==> config.mk <==
export PLATFORM = sky130hd
export DESIGN_NAME = bmnf_seq
export DESIGN_NICKNAME = d
export VERILOG_FILES = /design/src/rtl/bmnf_pkg.sv /design/src/rtl/bmnf_seq.sv
export SDC_FILE = /design/constraint.sdc
export NUM_CORES = 1
export LEC_CHECK = 0
export BUFFER_PORTS_ARGS = -buffer_cell sky130_fd_sc_hd__buf_2
export CELL_PAD_IN_SITES_DETAIL_PLACEMENT = 1
export CELL_PAD_IN_SITES_GLOBAL_PLACEMENT = 1
export CORE_AREA = 2 2 39 41
export DETAILED_ROUTE_END_ITERATION = 10
export DIE_AREA = 0 0 41 43
export PLACE_DENSITY_LB_ADDON = 0.1
export SLEW_MARGIN = 20
export SYNTH_ARGS = -nofsm -noshare
export SYNTH_HDL_FRONTEND = slang
export SYNTH_SLANG_ARGS = --single-unit
==> constraint.sdc <==
create_clock -name aclk -period 1.6 [get_ports aclk]
set_clock_uncertainty 0.2 [all_clocks]
set_input_delay 0.32 -clock aclk [delete_from_list [all_inputs] [get_ports aclk]]
set_output_delay 0.32 -clock aclk [all_outputs]
set_load 0.03 [all_outputs]
==> src/rtl/bmnf_pkg.sv <==
// Shared types and codes for the byte-map next-fit allocator.
// Holds request/result payload structs, op codes and status codes; no dependencies.
`default_nettype none

package bmnf_pkg;

    // Request kinds.
    localparam logic [1:0] KIND_RESCAN = 2'd0;
    localparam logic [1:0] KIND_SET    = 2'd1;
    localparam logic [1:0] KIND_ALLOC  = 2'd2;
    localparam logic [1:0] KIND_NOP    = 2'd3;

    // Result status codes.
    localparam logic [1:0] ST_OK      = 2'd0;
    localparam logic [1:0] ST_NOSPACE = 2'd1;
    localparam logic [1:0] ST_RANGE   = 2'd2;

    // Configuration register map.
    localparam int         CFG_ADDR_W      = 3;
    localparam logic       REG_USED_BLOCKS = 1'b0;
    localparam logic       REG_USED_MARKER = 1'b1;

    // Datapath operations selected by the microcode.
    typedef logic [2:0] op_t;
    localparam op_t OP_IDLE    = 3'd0;
    localparam op_t OP_CLEAR   = 3'd1;
    localparam op_t OP_SCAN0   = 3'd2;
    localparam op_t OP_SCAN    = 3'd3;
    localparam op_t OP_SET     = 3'd4;
    localparam op_t OP_ALLOC   = 3'd5;
    localparam op_t OP_DELIVER = 3'd6;

    typedef struct packed {
        logic [1:0]  kind;
        logic [11:0] unit_index;
        logic [7:0]  flag_value;
    } req_t;

    typedef struct packed {
        logic [1:0]  status;
        logic [11:0] alloc_index;
    } res_t;

    // Conditions reported by the datapath to the sequencer.
    typedef struct packed {
        logic       accept;
        logic [1:0] kind;
        logic       clr_last;
        logic       scan_end;
        logic       alloc_go;
        logic       slot_free;
    } seq_flags_t;

endpackage

`default_nettype wire

==> src/rtl/bmnf_seq.sv <==
// Microcode sequencer: step counter, control ROM and conditional jumps.
// Depends on bmnf_pkg for op codes, request kinds and the flag struct.
`default_nettype none

module bmnf_seq (
    input  wire logic                 aclk,
    input  wire logic                 aresetn,
    input  wire bmnf_pkg::seq_flags_t flags,
    output bmnf_pkg::op_t             op
);
    import bmnf_pkg::*;

    localparam logic [2:0] S_IDLE  = 3'd0;
    localparam logic [2:0] S_CLR   = 3'd1;
    localparam logic [2:0] S_RSCAN = 3'd2;
    localparam logic [2:0] S_SCAN  = 3'd3;
    localparam logic [2:0] S_SET   = 3'd4;
    localparam logic [2:0] S_ALLOC = 3'd5;
    localparam logic [2:0] S_DONE  = 3'd6;

    localparam logic [2:0] C_ALWAYS   = 3'd0;
    localparam logic [2:0] C_DISPATCH = 3'd1;
    localparam logic [2:0] C_CLR_LAST = 3'd2;
    localparam logic [2:0] C_SCAN_END = 3'd3;
    localparam logic [2:0] C_ALLOC_GO = 3'd4;
    localparam logic [2:0] C_SLOT     = 3'd5;

    typedef struct packed {
        op_t        op;
        logic [2:0] cond;
        logic [2:0] tgt_t;
        logic [2:0] tgt_f;
    } ucw_t;

    function automatic ucw_t ucode_rom(input logic [2:0] step);
        ucw_t w;
        unique case (step)
            S_IDLE:  w = '{OP_IDLE,    C_DISPATCH, S_IDLE, S_IDLE};
            S_CLR:   w = '{OP_CLEAR,   C_CLR_LAST, S_IDLE, S_CLR};
            S_RSCAN: w = '{OP_SCAN0,   C_ALWAYS,   S_SCAN, S_SCAN};
            S_SCAN:  w = '{OP_SCAN,    C_SCAN_END, S_DONE, S_SCAN};
            S_SET:   w = '{OP_SET,     C_ALWAYS,   S_DONE, S_DONE};
            S_ALLOC: w = '{OP_ALLOC,   C_ALLOC_GO, S_SCAN, S_DONE};
            S_DONE:  w = '{OP_DELIVER, C_SLOT,     S_IDLE, S_DONE};
            default: w = '{OP_IDLE,    C_ALWAYS,   S_IDLE, S_IDLE};
        endcase
        return w;
    endfunction

    logic [2:0] step_reg;
    logic [2:0] step_next;
    logic [2:0] dispatch;
    logic       cond_true;
    ucw_t       ucw;

    assign ucw = ucode_rom(step_reg);
    assign op  = ucw.op;

    always_comb begin
        case (flags.kind)
            KIND_RESCAN: dispatch = S_RSCAN;
            KIND_SET:    dispatch = S_SET;
            KIND_ALLOC:  dispatch = S_ALLOC;
            default:     dispatch = S_DONE;
        endcase
    end

    always_comb begin
        unique case (ucw.cond)
            C_ALWAYS:   cond_true = 1'b1;
            C_DISPATCH: cond_true = flags.accept;
            C_CLR_LAST: cond_true = flags.clr_last;
            C_SCAN_END: cond_true = flags.scan_end;
            C_ALLOC_GO: cond_true = flags.alloc_go;
            C_SLOT:     cond_true = flags.slot_free;
            default:    cond_true = 1'b0;
        endcase
    end

    always_comb begin
        if (ucw.cond == C_DISPATCH) begin
            step_next = flags.accept ? dispatch : ucw.tgt_f;
        end else begin
            step_next = cond_true ? ucw.tgt_t : ucw.tgt_f;
        end
    end

    // Reset enters the map clearing pass.
    always_ff @(posedge aclk) begin
        if (!aresetn) begin
            step_reg <= S_CLR;
        end else begin
            step_reg <= step_next;
        end
    end

endmodule

`default_nettype wire

After elaboration in Yosys (flattened, before gate mapping)
Index checks and enable logic that the tools add are counted.

word-level totals
  register bits = 3
  output and inout port bits = 3
  word-level logic and storage cells = 23

cells by class
  equality and inequality tests = 13
  muxes and demuxes = 6
  reductions and logical operators = 3

operators with widths
  cell                                                  number
  case mux 12 bit (7 select lines)                      1
  equality test 3 bit (second input constant)           5
  equality test 3 x 2 -> 1 bit (second input constant)  4
  2-to-1 mux 3 bit                                      3
  case mux 3 bit (3 select lines)                       1
  equality test 3 x 1 -> 1 bit (second input constant)  2
  zero test 3 bit                                       2
  case mux 1 bit (6 select lines)                       1
  equality test 2 x 1 -> 1 bit (second input constant)  1
  equality test 2 bit (second input constant)           1
  zero test 2 bit                                       1

Logic depth before layout (Yosys ltp)
  word-level depth = 6
  gate-level depth with buffers = 4
  depth with buffers taken out = 4

Worst setup path before layout
OpenSTA, ideal clock, no wires.

  path kind = flip-flop to output port
  from = reg step_reg[0]
  to = out op[0]
  arrival = 1.152 ns
  slack = -0.072 ns
  cell stages (with the launch flop) = 3
  path buffers = 1
  cell sequence = dfxtp_1 -> buf_6 -> a21boi_0

between the ends
  word-level cells in the longest chain between the ends = 2
  elaborated cells on any way between the ends = 8

ends and longest elaborated chain
  element                                      RTL line        text
  from (decl)                                  bmnf_seq.sv:50  logic [2:0] step_reg;
  from (signal assigned)                       bmnf_seq.sv:93  step_reg <= step_next;
  equality test 3 bit (tied with other cells)  bmnf_seq.sv:37  unique case (step)
  case mux 12 bit (7 select lines) *           bmnf_seq.sv:37
  to (decl)                                    bmnf_seq.sv:9   output bmnf_pkg::op_t op

Every way passes the cells marked *; elsewhere a longest branch is shown, timed or not.

Worst setup path in the final report
  from = reg step_reg[1]
  to = out op[1]

Same word-level chain as after synthesis.

==> summary.txt <==
Timing
  • Setup TNS Final: 0 ns
  • Number of failing hold endpoints at the final stage: 0
  • Count of final max-slew check failures: 0
  • F_max: roughly 0.66 GHz
  • Final number of setup-violating endpoints: 0
  • Clock period minus final worst setup slack: around 1.5 ns
  • Fin Hold WS: about 0.15 ns
  • Tightest slew margin relative to the limit: about three quarters
  • RSZ-0062 raised after global routing: no
  • Final clock period utilization by the worst path: between 90% and 100%
  • Slew @ Worst Pin: between 0.3 and 0.4 ns

GRT
  • Total global-route track usage: 9.43%
  • Number of antenna violations at the first check in global routing: 0
  • Leftover overflow at the end of global routing: 0
  • Via count of the first global-routing pass: 265
  • Largest net degree at the start of global routing: 11
  • Global-route wire length before repair: between 1000 and 1500 um

Pwr
  • Worst-case vdd ir drop: roughly 0.21 mV
  • Power density over cell area: about 1100 nW/um^2
  • Leakage component of the power: 0.166 nW

Yosys
  • Post-synthesis net count: 39
  • Combinational family with the most area after synthesis: compound AO/OA/AOI/OAI gates
  • Cell count after synthesis: 28
  • Multiplexer share of the synthesized area: under 10%
  • Total standard cell area after synthesis: 248 um^2
  • Share of synthesized cell area in full adder, half adder and majority cells: approximately 10%
  • Average cell area after synthesis: 8.85 um^2
  • Synth Area in Simple Gates: between 10% and 20%
  • Distinct cells, synth: 18
  • Fraction of the yosys area taken by sequential cells: between 20% and 30%
  • Warnings, synthesis: 0
  • Seq cells post-synth: 3
  • Compound-Gate Fraction of Synth Area: 32.8%
  • Synth Area in XOR/XNOR: 0%

Worst setup path
  • Kind of critical path: flop to output port
  • Data arrival time of the critical path: 1.00 ns
  • Reg2reg path depth: 3
  • Category of the worst setup path capture point: output port
  • Setup crit start kind: flop
  • Startpoint of the worst-slack reg-to-reg timing path: step_reg[1]
  • CP delay by family, top: flip-flops
  • CP Depth: 3
  • Cells along the critical path: inv_1 > a21oi_1 > clkbuf_4
  • Worst setup startpoint: step_reg[1]
  • Critical Path Fanout Max: 7
  • Longest individual stage delay on the worst path: roughly 0.37 ns
  • Crit path buffers/inverters: 2
  • Termination of the worst setup path: op[1]
  • Cell at the slowest stage of the critical path: sky130_fd_sc_hd__dfxtp_4
  • Reg2reg setup slack: roughly 0.3 ns
  • Data required, critical path: between 1 and 1.5 ns
  • Capture instance of the worst register-to-register path: step_reg[0]

Route
  • Number of vias after detailed routing: between 200 and 300
  • Total Wirelength: 651 um
  • Number of iterations in the first detailed-routing pass: 2
  • Remaining number of nets flagged by the antenna check after routing: 0
  • Routed length per instance: between 10 and 15 um
  • Detailed-route vias per instance: ~4.4
  • Post-detailed-route DRC marker count: 0
  • Initial DRC Count: 1

Finish
  • Fin util: roughly a quarter
  • Max FFs per register: 3
  • Storage cell area: 71.3 um^2
  • Ant. Diodes: 0
  • Number of standard cells in the final layout excluding fillers: just under 60
  • Nets: 54
  • Layout cell share with drive strength beyond 1: between 40% and 50%
  • Layout overhead on the synthesized area: 43.9%
  • Fillcell total: 175
  • Total area of multi-input combinational cells: 154 um^2
  • Finished layout cell area: 357 um^2

Place
  • Total placed cells including tap cells: 54
  • Total cell area at the placement stage: between 300 and 400 um^2
  • HPWL after detailed placement: around 520 um
  • Placer Congestion: slightly below 0.7
  • Number of buffers inserted by port buffering: 11

Clocking
  • CTS Hold Bufs: 0
  • CTS sink cnt: 3
  • Number of setup buffers added after CTS: 0
  • Number of CTS-inserted buffers: 3
  • Clk Latency, worst-skew pair: 0.23 ns
  • Number of buffers on the longest clock path: 2
  • Htree depth: 1
  • Clock-pin slew of the registers on the worst-case setup and hold paths: 0.03 ns
  • Clock tree from TritonCTS: done
  • Clock root cell: sky130_fd_sc_hd__clkbuf_4

Floorplan
  • Overall die height: around 43 um
  • Floorplan row count: 14
  • I/O pin count: 12
  • Chip Width: slightly above 40 um
  • Core Region: roughly 1400 um^2
  • Die Outline Area: 1760 um^2
  • Starting density of the core: around 18%

Min path
  • Hold Path Depth: 2
  • Type of the worst min-delay path: input pin to flop

Run status
  • Outcome: completed

Job
  • Max cap viols: 0
cells in the mapped netlist, drive strengths merged:
cell type | number | area [um^2]
o311ai | 1 | 8.76
o21ai | 2 | 10.0
a21boi | 1 | 7.51
dfxtp | 3 | 60.1
nor4b | 1 | 8.76
nand2b | 1 | 13.8
o211ai | 1 | 7.51
buf | 2 | 18.8
or3 | 1 | 6.26
mux2i | 1 | 10.0
inv | 4 | 15.0
a311o | 1 | 11.3
a21oi | 4 | 20.0
nand4b | 1 | 8.76
ha | 2 | 25.0
o211a | 1 | 10.0
a31oi | 1 | 6.26
metal layers:
layer  vias to the layer above  GRT usage [%]  routed length, um
met3                         2              0                 44
met2                        11           13.1                281
met1                       113           13.8                306
li1                        131              -                  -
met5                         -              0                  0
met4                         0           6.00                 19
layout make-up:
type	count	share of cell area, %
Clock buffer	4	7.37
Inverter	4	4.21
Multi-Input combinational cell	19	43.2
Sequential cell	3	20.0
Tap cell	16	5.61
Timing Repair Buffer	12	19.6
worst min path at each step:
stage	startpoint	to
global placement	aresetn	step_reg[1]
global route	aresetn	step_reg[1]
detailed placement	aresetn	step_reg[1]
finish	aresetn	step_reg[1]
floorplan	aresetn	step_reg[1]
CTS	aresetn	step_reg[1]
logic make-up after synthesis:
group,after synthesis
AOI/OAI and AO/OA,12
adders and majority gates,2
buffers and inverters,6
DFF,3
muxes,1
and+or+nand+nor,4
power by group:
group / total, W / internal (W) / switching (W) / leakage (nW)
logic: 0.000137 / 0.0000655 / 0.0000717 / 0.124
clock network: 0.000132 / 0.0000934 / 0.0000386 / 0.0150
registers: 0.000123 / 0.0000944 / 0.0000283 / 0.0264
stage by stage:
stage | setup WS (ns) | power [W]
finish | 0.0827 | 0.000392
global route | 0.0108 | 0.000426
CTS | 0.0297 | 0.000392
detailed placement | 0.150 | 0.000251
global placement | 0.150 | 0.000250
floorplan | 0.106 | 0.000215
timing repair:
item | 4_1_cts | 5_1_grt
endpoints found under the setup margin | 3 | 3
gates cloned | 0 | 0
resized for setup | 3 | 7
cell usage in the layout (no fill, tap or decap):
cell,n
sky130_fd_sc_hd__a21boi_1,1
sky130_fd_sc_hd__a21oi_1,4
sky130_fd_sc_hd__a311o_2,1
sky130_fd_sc_hd__a31oi_1,1
sky130_fd_sc_hd__buf_2,8
sky130_fd_sc_hd__buf_4,2
sky130_fd_sc_hd__clkbuf_1,1
sky130_fd_sc_hd__clkbuf_4,5
sky130_fd_sc_hd__dfxtp_4,3
sky130_fd_sc_hd__ha_1,2
sky130_fd_sc_hd__inv_1,4
sky130_fd_sc_hd__mux2i_1,1
sky130_fd_sc_hd__nand2b_4,1
sky130_fd_sc_hd__nand4b_1,1
sky130_fd_sc_hd__nor4b_1,1
sky130_fd_sc_hd__o211a_1,1
sky130_fd_sc_hd__o211ai_1,1
sky130_fd_sc_hd__o21ai_0,2
sky130_fd_sc_hd__o311ai_0,1
sky130_fd_sc_hd__or3_1,1
worst register-to-register path, stage by stage (launching register included):
cell                      delay, ns
sky130_fd_sc_hd__dfxtp_4       0.35
sky130_fd_sc_hd__buf_4         0.14
sky130_fd_sc_hd__mux2i_1       0.11
sky130_fd_sc_hd__a311o_2       0.38
(Power assumes the default switching activity.)
